### src/rtl/rdsf_pkg.sv
// ----------------------------------------------------------------------------
// rdsf_pkg
// Shared types and constants of the radial distortion scatter-fill core:
// transfer payloads, request and register codes, and the control states.
// ----------------------------------------------------------------------------
package rdsf_pkg;

    typedef struct packed {
        logic [1:0] req_type;
        logic [7:0] in_blue;
        logic [7:0] in_green;
        logic [7:0] in_red;
    } in_item_t;

    typedef struct packed {
        logic [7:0] out_blue;
        logic [7:0] out_green;
        logic [7:0] out_red;
        logic       last_pixel;
    } out_item_t;

    localparam logic [1:0] REQ_CLEAR  = 2'd0;
    localparam logic [1:0] REQ_LOAD   = 2'd1;
    localparam logic [1:0] REQ_READ   = 2'd2;
    localparam logic [1:0] REQ_UNUSED = 2'd3;

    localparam int CFG_IDX_W  = 3;
    localparam int CFG_DATA_W = 48;

    localparam logic [CFG_IDX_W-1:0] CFG_FRAME_ROWS = 3'd0;
    localparam logic [CFG_IDX_W-1:0] CFG_FRAME_COLS = 3'd1;
    localparam logic [CFG_IDX_W-1:0] CFG_RADIUS_Q4  = 3'd2;
    localparam logic [CFG_IDX_W-1:0] CFG_COEF_A     = 3'd3;
    localparam logic [CFG_IDX_W-1:0] CFG_COEF_B     = 3'd4;

    localparam int MUL_W   = 64;
    localparam int PROD_W  = 128;
    localparam int DIGIT_W = 16;

    localparam int PIX_W = 24;

    typedef enum logic [3:0] {
        ST_CLEAR,
        ST_IDLE,
        ST_L_SQ,
        ST_L_SQ2,
        ST_L_MGO,
        ST_L_MWAIT,
        ST_L_WR,
        ST_R_CTR,
        ST_R_CTRW,
        ST_R_NB,
        ST_R_NBW,
        ST_R_FILL,
        ST_R_OUT
    } state_t;

endpackage

### src/rtl/rdsf_mul.sv
// ----------------------------------------------------------------------------
// rdsf_mul
// Sequential signed 64 x 64 multiplier, product kept modulo 2^128.
// One 16-bit digit of b is taken per cycle; done pulses after four steps.
// ----------------------------------------------------------------------------
module rdsf_mul (
    input  logic                         aclk,
    input  logic                         aresetn,
    input  logic                         start,
    input  logic [rdsf_pkg::MUL_W-1:0]   op_a,
    input  logic [rdsf_pkg::MUL_W-1:0]   op_b,
    output logic                         done,
    output logic [rdsf_pkg::PROD_W-1:0]  prod
);
    import rdsf_pkg::*;

    localparam int STEPS  = MUL_W / DIGIT_W;
    localparam int STEP_W = $clog2(STEPS);
    localparam int PP_W   = MUL_W + DIGIT_W + 1;

    logic                      busy_reg;
    logic                      done_reg;
    logic [STEP_W-1:0]         step_reg;
    logic signed [MUL_W-1:0]   a_reg;
    logic [MUL_W-1:0]          b_reg;
    logic [PROD_W-1:0]         acc_reg;

    logic [DIGIT_W-1:0]        digit;
    logic signed [DIGIT_W:0]   digit_ext;
    logic signed [PP_W-1:0]    pp;
    logic [PROD_W-1:0]         pp_shifted;

    always_comb begin
        digit = b_reg[step_reg*DIGIT_W +: DIGIT_W];
        // Only the top digit carries the sign of b.
        digit_ext = (step_reg == STEP_W'(STEPS - 1)) ? {digit[DIGIT_W-1], digit}
                                                      : {1'b0, digit};
        pp = a_reg * digit_ext;
        pp_shifted = PROD_W'(pp) << (32'(step_reg) * DIGIT_W);
    end

    always_ff @(posedge aclk) begin
        if (!aresetn) begin
            busy_reg <= 1'b0;
            done_reg <= 1'b0;
            step_reg <= '0;
        end else begin
            done_reg <= 1'b0;
            if (start) begin
                busy_reg <= 1'b1;
                step_reg <= '0;
            end else if (busy_reg) begin
                step_reg <= step_reg + 1'b1;
                if (step_reg == STEP_W'(STEPS - 1)) begin
                    busy_reg <= 1'b0;
                    done_reg <= 1'b1;
                end
            end
        end
    end

    always_ff @(posedge aclk) begin
        if (start) begin
            a_reg   <= $signed(op_a);
            b_reg   <= op_b;
            acc_reg <= '0;
        end else if (busy_reg) begin
            acc_reg <= acc_reg + pp_shifted;
        end
    end

    assign done = done_reg;
    assign prod = acc_reg;

endmodule

### config.mk
export PLATFORM = sky130hd
export DESIGN_NAME = rdsf_mul
export DESIGN_NICKNAME = d
export VERILOG_FILES = /design/src/rtl/rdsf_pkg.sv /design/src/rtl/rdsf_mul.sv
export SDC_FILE = /design/constraint.sdc
export NUM_CORES = 2
export LEC_CHECK = 0
export BUFFER_PORTS_ARGS = -buffer_cell sky130_fd_sc_hd__buf_2
export CORE_ASPECT_RATIO = 0.75
export CORE_MARGIN = 1.5
export CORE_UTILIZATION = 46
export CTS_BUF_LIST = sky130_fd_sc_hd__clkbuf_8 sky130_fd_sc_hd__clkbuf_16
export DETAILED_ROUTE_END_ITERATION = 6
export PLACE_DENSITY = 0.63
export SLEW_MARGIN = 30
export SYNTH_ARGS = -nofsm -noshare
export SYNTH_HDL_FRONTEND = slang
export SYNTH_SLANG_ARGS = --single-unit
### constraint.sdc
create_clock -name aclk -period 19.2 [get_ports aclk]
set_clock_uncertainty 0.15 [all_clocks]
set_input_delay 4.8 -clock aclk [delete_from_list [all_inputs] [get_ports aclk]]
set_output_delay 4.8 -clock aclk [all_outputs]
set_load 0.1 [all_outputs]
# --- Word-level counts from Yosys, hierarchy flattened ---
# Cells that the tools add are included.
classes:
  n_addsub: 2
  mul: 1
  eq_ne: 1
  shifts: 2
  mux: 5
  n_bitwise: 2
  n_reduce_logical: 2
op_table:
  columns: ["cell", "count"]
  rows:
  - ["128-bit adder", 1]
  - ["128-bit by 6-bit << shifter with 128-bit output", 1]
  - ["64-bit by 17-bit multiplier with 81-bit output", 1]
  - ["64-bit by 7-bit indexed part select with 16-bit output", 1]
  - ["17-bit 2-to-1 mux", 1]
  - ["1-bit 2-to-1 mux", 4]
  - ["3-bit OR reduction", 1]
  - ["2-bit by 1-bit adder with 2-bit output, second input constant", 1]
  - ["2-bit == test, second input constant", 1]
  - ["1-bit inverter", 2]
  - ["2-bit OR reduction", 1]
totals:
  reg_bits: 260
  in_bits: 131
  output_inout_bits: 129
  wordCells: 21

# --- Longest topological paths before layout ---
logic_depth:
  depth_word: 5
  mapped_depth: 47
  mapped_depth_nobuf: 42

# --- Worst setup path after synthesis ---
# OpenSTA, ideal clock, no wires.
synth_timing:
  kind: "register to register"
  startpoint: "register step_reg[0]"
  endpoint: "register acc_reg[127], in the netlist prod[127]"
  setup_ns: 0.071
  arrival_time_ns: 11.126
  required_ns: 18.979
  setup_slack_ns: 7.853
  path_stages_with_launch: 45
  n_path_buf: 5
  synth_period_minus_slack_ns: 11.347
  path_cell_list: "dfxtp_1 > clkbuf_1 > buf_1 > mux4_2 > clkbuf_1 > clkbuf_1 > nand2_1 > fa_1 > inv_1 > fa_1 > inv_1 > fa_1 > inv_1 > fa_1 > fa_1 > inv_1 > fa_1 > inv_1 > [9 not listed] > a211oi_1 > xnor2_1 > mux2i_1 > mux2i_1 > ha_1 > a21o_1 > o21bai_1 > a221o_1 > a211o_1 > nand4_1 > nor3_1 > a21oi_1 > nor4_1 > o311ai_0 > a21oi_1 > a2111o_1 > a21o_1 > a21oi_1"
synth_via:
  elab_chain_len: 5
  word_cells_on_any_way: 6
  classes_between: "add/sub: 1; mul: 1; eq/ne: 1; shift: 2; mux: 1"
synth_lines:
  columns: ["element", "line", "source"]
  rows:
  - ["start, declared", "rdsf_mul.sv:23", "logic [STEP_W-1:0] step_reg;"]
  - ["start signal, assigned", "rdsf_mul.sv:53", "step_reg <= step_reg + 1'b1;"]
  - ["64-bit by 7-bit indexed part select with 16-bit output / 2-bit == test (equally long branches)", "rdsf_mul.sv:34, rdsf_mul.sv:36", null]
  - ["17-bit 2-to-1 mux", "rdsf_mul.sv:36", "digit_ext = (step_reg == STEP_W'(STEPS - 1)) ? {digit[DIGIT_W-1], digit}"]
  - ["64-bit by 17-bit multiplier with 81-bit output", "rdsf_mul.sv:38", "pp = a_reg * digit_ext;"]
  - ["128-bit by 6-bit << shifter with 128-bit output (*)", "rdsf_mul.sv:39", "pp_shifted = PROD_W'(pp) << (32'(step_reg) * DIGIT_W);"]
  - ["128-bit adder (*)", "rdsf_mul.sv:68", "acc_reg <= acc_reg + pp_shifted;"]
  - ["end signal, assigned", "rdsf_mul.sv:68", null]
  - ["end, declared", "rdsf_mul.sv:26", "logic [PROD_W-1:0] acc_reg;"]
# Mark *: on every way between the ends. The rest lies on a longest branch, timed or not.
# A chain may end at the register's enable or synchronous reset.

# --- Worst setup path in the final report ---
layout_timing:
  startpoint: "register step_reg[1]"
  endpoint: "register acc_reg[127], in the netlist prod[127]"
# Same word-level chain as after synthesis.

==> impl_metrics.yaml <==
run_status:
  status: "complete, no violations"
die:
  die-area_um2: 120000
  initial_utilization_pct: 46.6
  core_um2: 116000
  num_rows: 108
  chipWidth_um: 399
  ios: 260
  die_h_um: 300
timing:
  finalSetupTns_ns: 0
  drv_slew: 0
  worstMarginPinSlew_ns: 1.01
  rsz0062_at_grt: "false"
  slew_headroom_pct: 32.9
  max_clock_freq_mhz: 70.9
  worst_slack_ns: 5.10
  timing.final.crit_share_pct: 73.4
  hold_viol_final: 0
  fin_crit_ns: 14.10
  setup_violations: 0
cells_and_area:
  nFillCells: 11200
  layout-drive-gt1-share_pct: 6.97
  area_delta_synth_final_pct: 6.74
  utilization_pct: 49.8
  largest_reg_flops: 128
  nNetsFinal: 7760
  fin_cells: 7888
clocking:
  clk_pin_slew_worst_paths_ns: 0.07
  postCtsSetupRepairBufs: 0
  cts_inserted_buffers: 35
  cts_tree: "built"
  ctsHoldBuffers: 0
  clk_latency_ns: 0.61
  root_buffer: "clkbuf_16"
  numClockSinks: 260
  ctsResizeCount: 0
  h-tree-depth: 2
  cts_max_path_buffers: 3
global_routing:
  antenna_found_initial: 7
  grt_max_degree: 77
  grt-ovfl-total: 0
  first_global_vias: 45400
  grt_usage_pct: 30.3
  grt_first_pass_wirelength_um: 276000
critical_path:
  slowest_delay_ns: 0.92
  cpMostUsedCell: "fa_1"
  cp-startpoint: "step_reg[1]$_SDFFE_PP0P_"
  crit_fanout: 73
  critPathArrivalTime_ns: 14.47
  worstPathRequired_ns: 19.57
  reg2reg_from: "step_reg[1]$_SDFFE_PP0P_"
  cp-end-kind: "register"
  start_kind: "register"
  slowest_stage: "dfxtp_4"
  criticalPathCategory: "reg -> reg"
placement:
  port_buffers: 259
  dp.cells: 7820
  pre_cts_ws_ns: 5.49
  place_hpwl_um: 140000
  place_congestion: 0.950
run:
  drv_cap: 0
detailed_routing:
  viasPerCell: 5.61
  drt_iter0_markers: 3931
  drt_wl_total_um: 178000
  drc: 0
  drt_pass1_iterations: 6
  wl_per_cell_um: 22.6
  detail-route-antenna-nets: 0
  num_vias: 44200
yosys:
  syn-num-nets: 7749
  ys_seq_area_share_pct: 12.0
  postSynthAreaPerCell_um2: 8.59
  synth_top_area_cell: "fa_1"
  synth_common_cells: "inv_1 (1,223), fa_1 (1,002), nand2_1 (927)"
  synth_area_leaders: "fa_1 (37%), inv_1 (8.5%), ha_1 (7.1%), edfxtp_1 (7.1%), nand2_1 (6.4%)"
  synth_cells: 6307
  synth_area_um2: 54200
  yosysUniqueCellTypes: 86
  yosysTopAreaCellShare_pct: 37.0
  synthArstFlopShare_pct: 0
  synth_edf_count: 128
  synth_most_common_cell: "inv_1"
  synthFlopType: "dfxtp_1"
  ys_warn_count: 0
  ys_seq_elements: 260
hold_path:
  holdCritStartpoint: "prod[121]$_SDFFE_PP0P_"
  hold_class: "reg -> reg"
[critical path: cells and delay by family (launching register included)]
kind,cells,cell delay (ns)
AOI/OAI and AO/OA,16,4.90
xor gates and xnor gates,1,0.62
adders and majority gates,8,3.75
buffers and inverters,7,1.26
DFF,1,0.92
muxes,3,1.21
and+or+nand+nor,7,1.13
[cells by family (layout without fill, tap and decap cells)]
group / count (synthesis) / in the layout / synth area share (%)
AOI/OAI and AO/OA: 901 / 901 / 10.3
DFF: 260 / 260 / 12.0
buffers and inverters: 1566 / 1603 / 10.9
xor gates and xnor gates: 207 / 207 / 3.35
and+or+nand+nor: 1906 / 1906 / 16.1
adders and majority gates: 1311 / 1311 / 44.2
muxes: 156 / 156 / 3.27
other: 0 / 4 / 0
[layout by cell type, fill, tap and decap left out, types with 9 or more instances in the layout]
master	n
inv_1	1227
o21bai_1	48
nor2b_1	19
xnor2_1	134
mux2i_1	133
buf_4	54
or2_2	15
clkbuf_16	35
o21ai_0	181
a211oi_1	20
fa_1	1002
and4_1	9
a31oi_1	38
nor2_1	345
o211ai_1	11
nand3_1	46
buf_2	258
a21oi_1	322
ha_1	309
o21ai_1	9
nand4_1	76
nand2_1	926
mux4_2	14
and3_1	15
o21a_1	28
a21o_1	129
dfxtp_1	129
o22ai_1	14
o31ai_1	9
and2_1	367
nand2b_1	18
edfxtp_1	128
a22oi_1	13
nor3_1	32
xor2_1	73
[per-stage QoR]
step | hold WS, ns | area (um2)
after floorplan | 0.434 | 54200
after global placement | 0.309 | 56600
after detailed placement | 0.315 | 56600
after CTS | 0.324 | 57800
after global routing | 0.350 | 57800
final | 0.318 | 57800
[final timing paths]
kind | end | slack [ns] | cells after the start
max reg2reg | prod[127]$_SDFFE_PP0P_ | 5.10 | 42
min | prod[121]$_SDFFE_PP0P_ | 0.32 | 2
max | prod[127]$_SDFFE_PP0P_ | 5.10 | 42
min reg2reg | prod[121]$_SDFFE_PP0P_ | 0.32 | 2
[cell type report]
class | count | area (um2) | area share [%]
Inverter | 1225 | 4600 | 7.95
Tap cell | 1540 | 1930 | 3.33
Multi-Input combinational cell | 4481 | 41800 | 72.3
Timing Repair Buffer | 315 | 1760 | 3.04
Clock inverter | 27 | 333 | 0.576
Sequential cell | 260 | 6500 | 11.2
Clock buffer | 36 | 890 | 1.54
Antenna cell | 4 | 10.0 | 0.0173
[routing by layer]
| layer | global-route usage [%] | share of wire, % | vias up |
|---|---|---|---|
| met5 | 0 | 0.032 | - |
| met4 | 7.42 | 2.6 | 8 |
| met3 | 6.70 | 10 | 264 |
| met2 | 44.7 | 43 | 2028 |
| met1 | 44.9 | 45 | 22300 |
| li1 | - | - | 19600 |
Power is left out: the tool's default activity adds up to more than one toggle a clock period on the data nets, which glitch-free logic cannot reach.
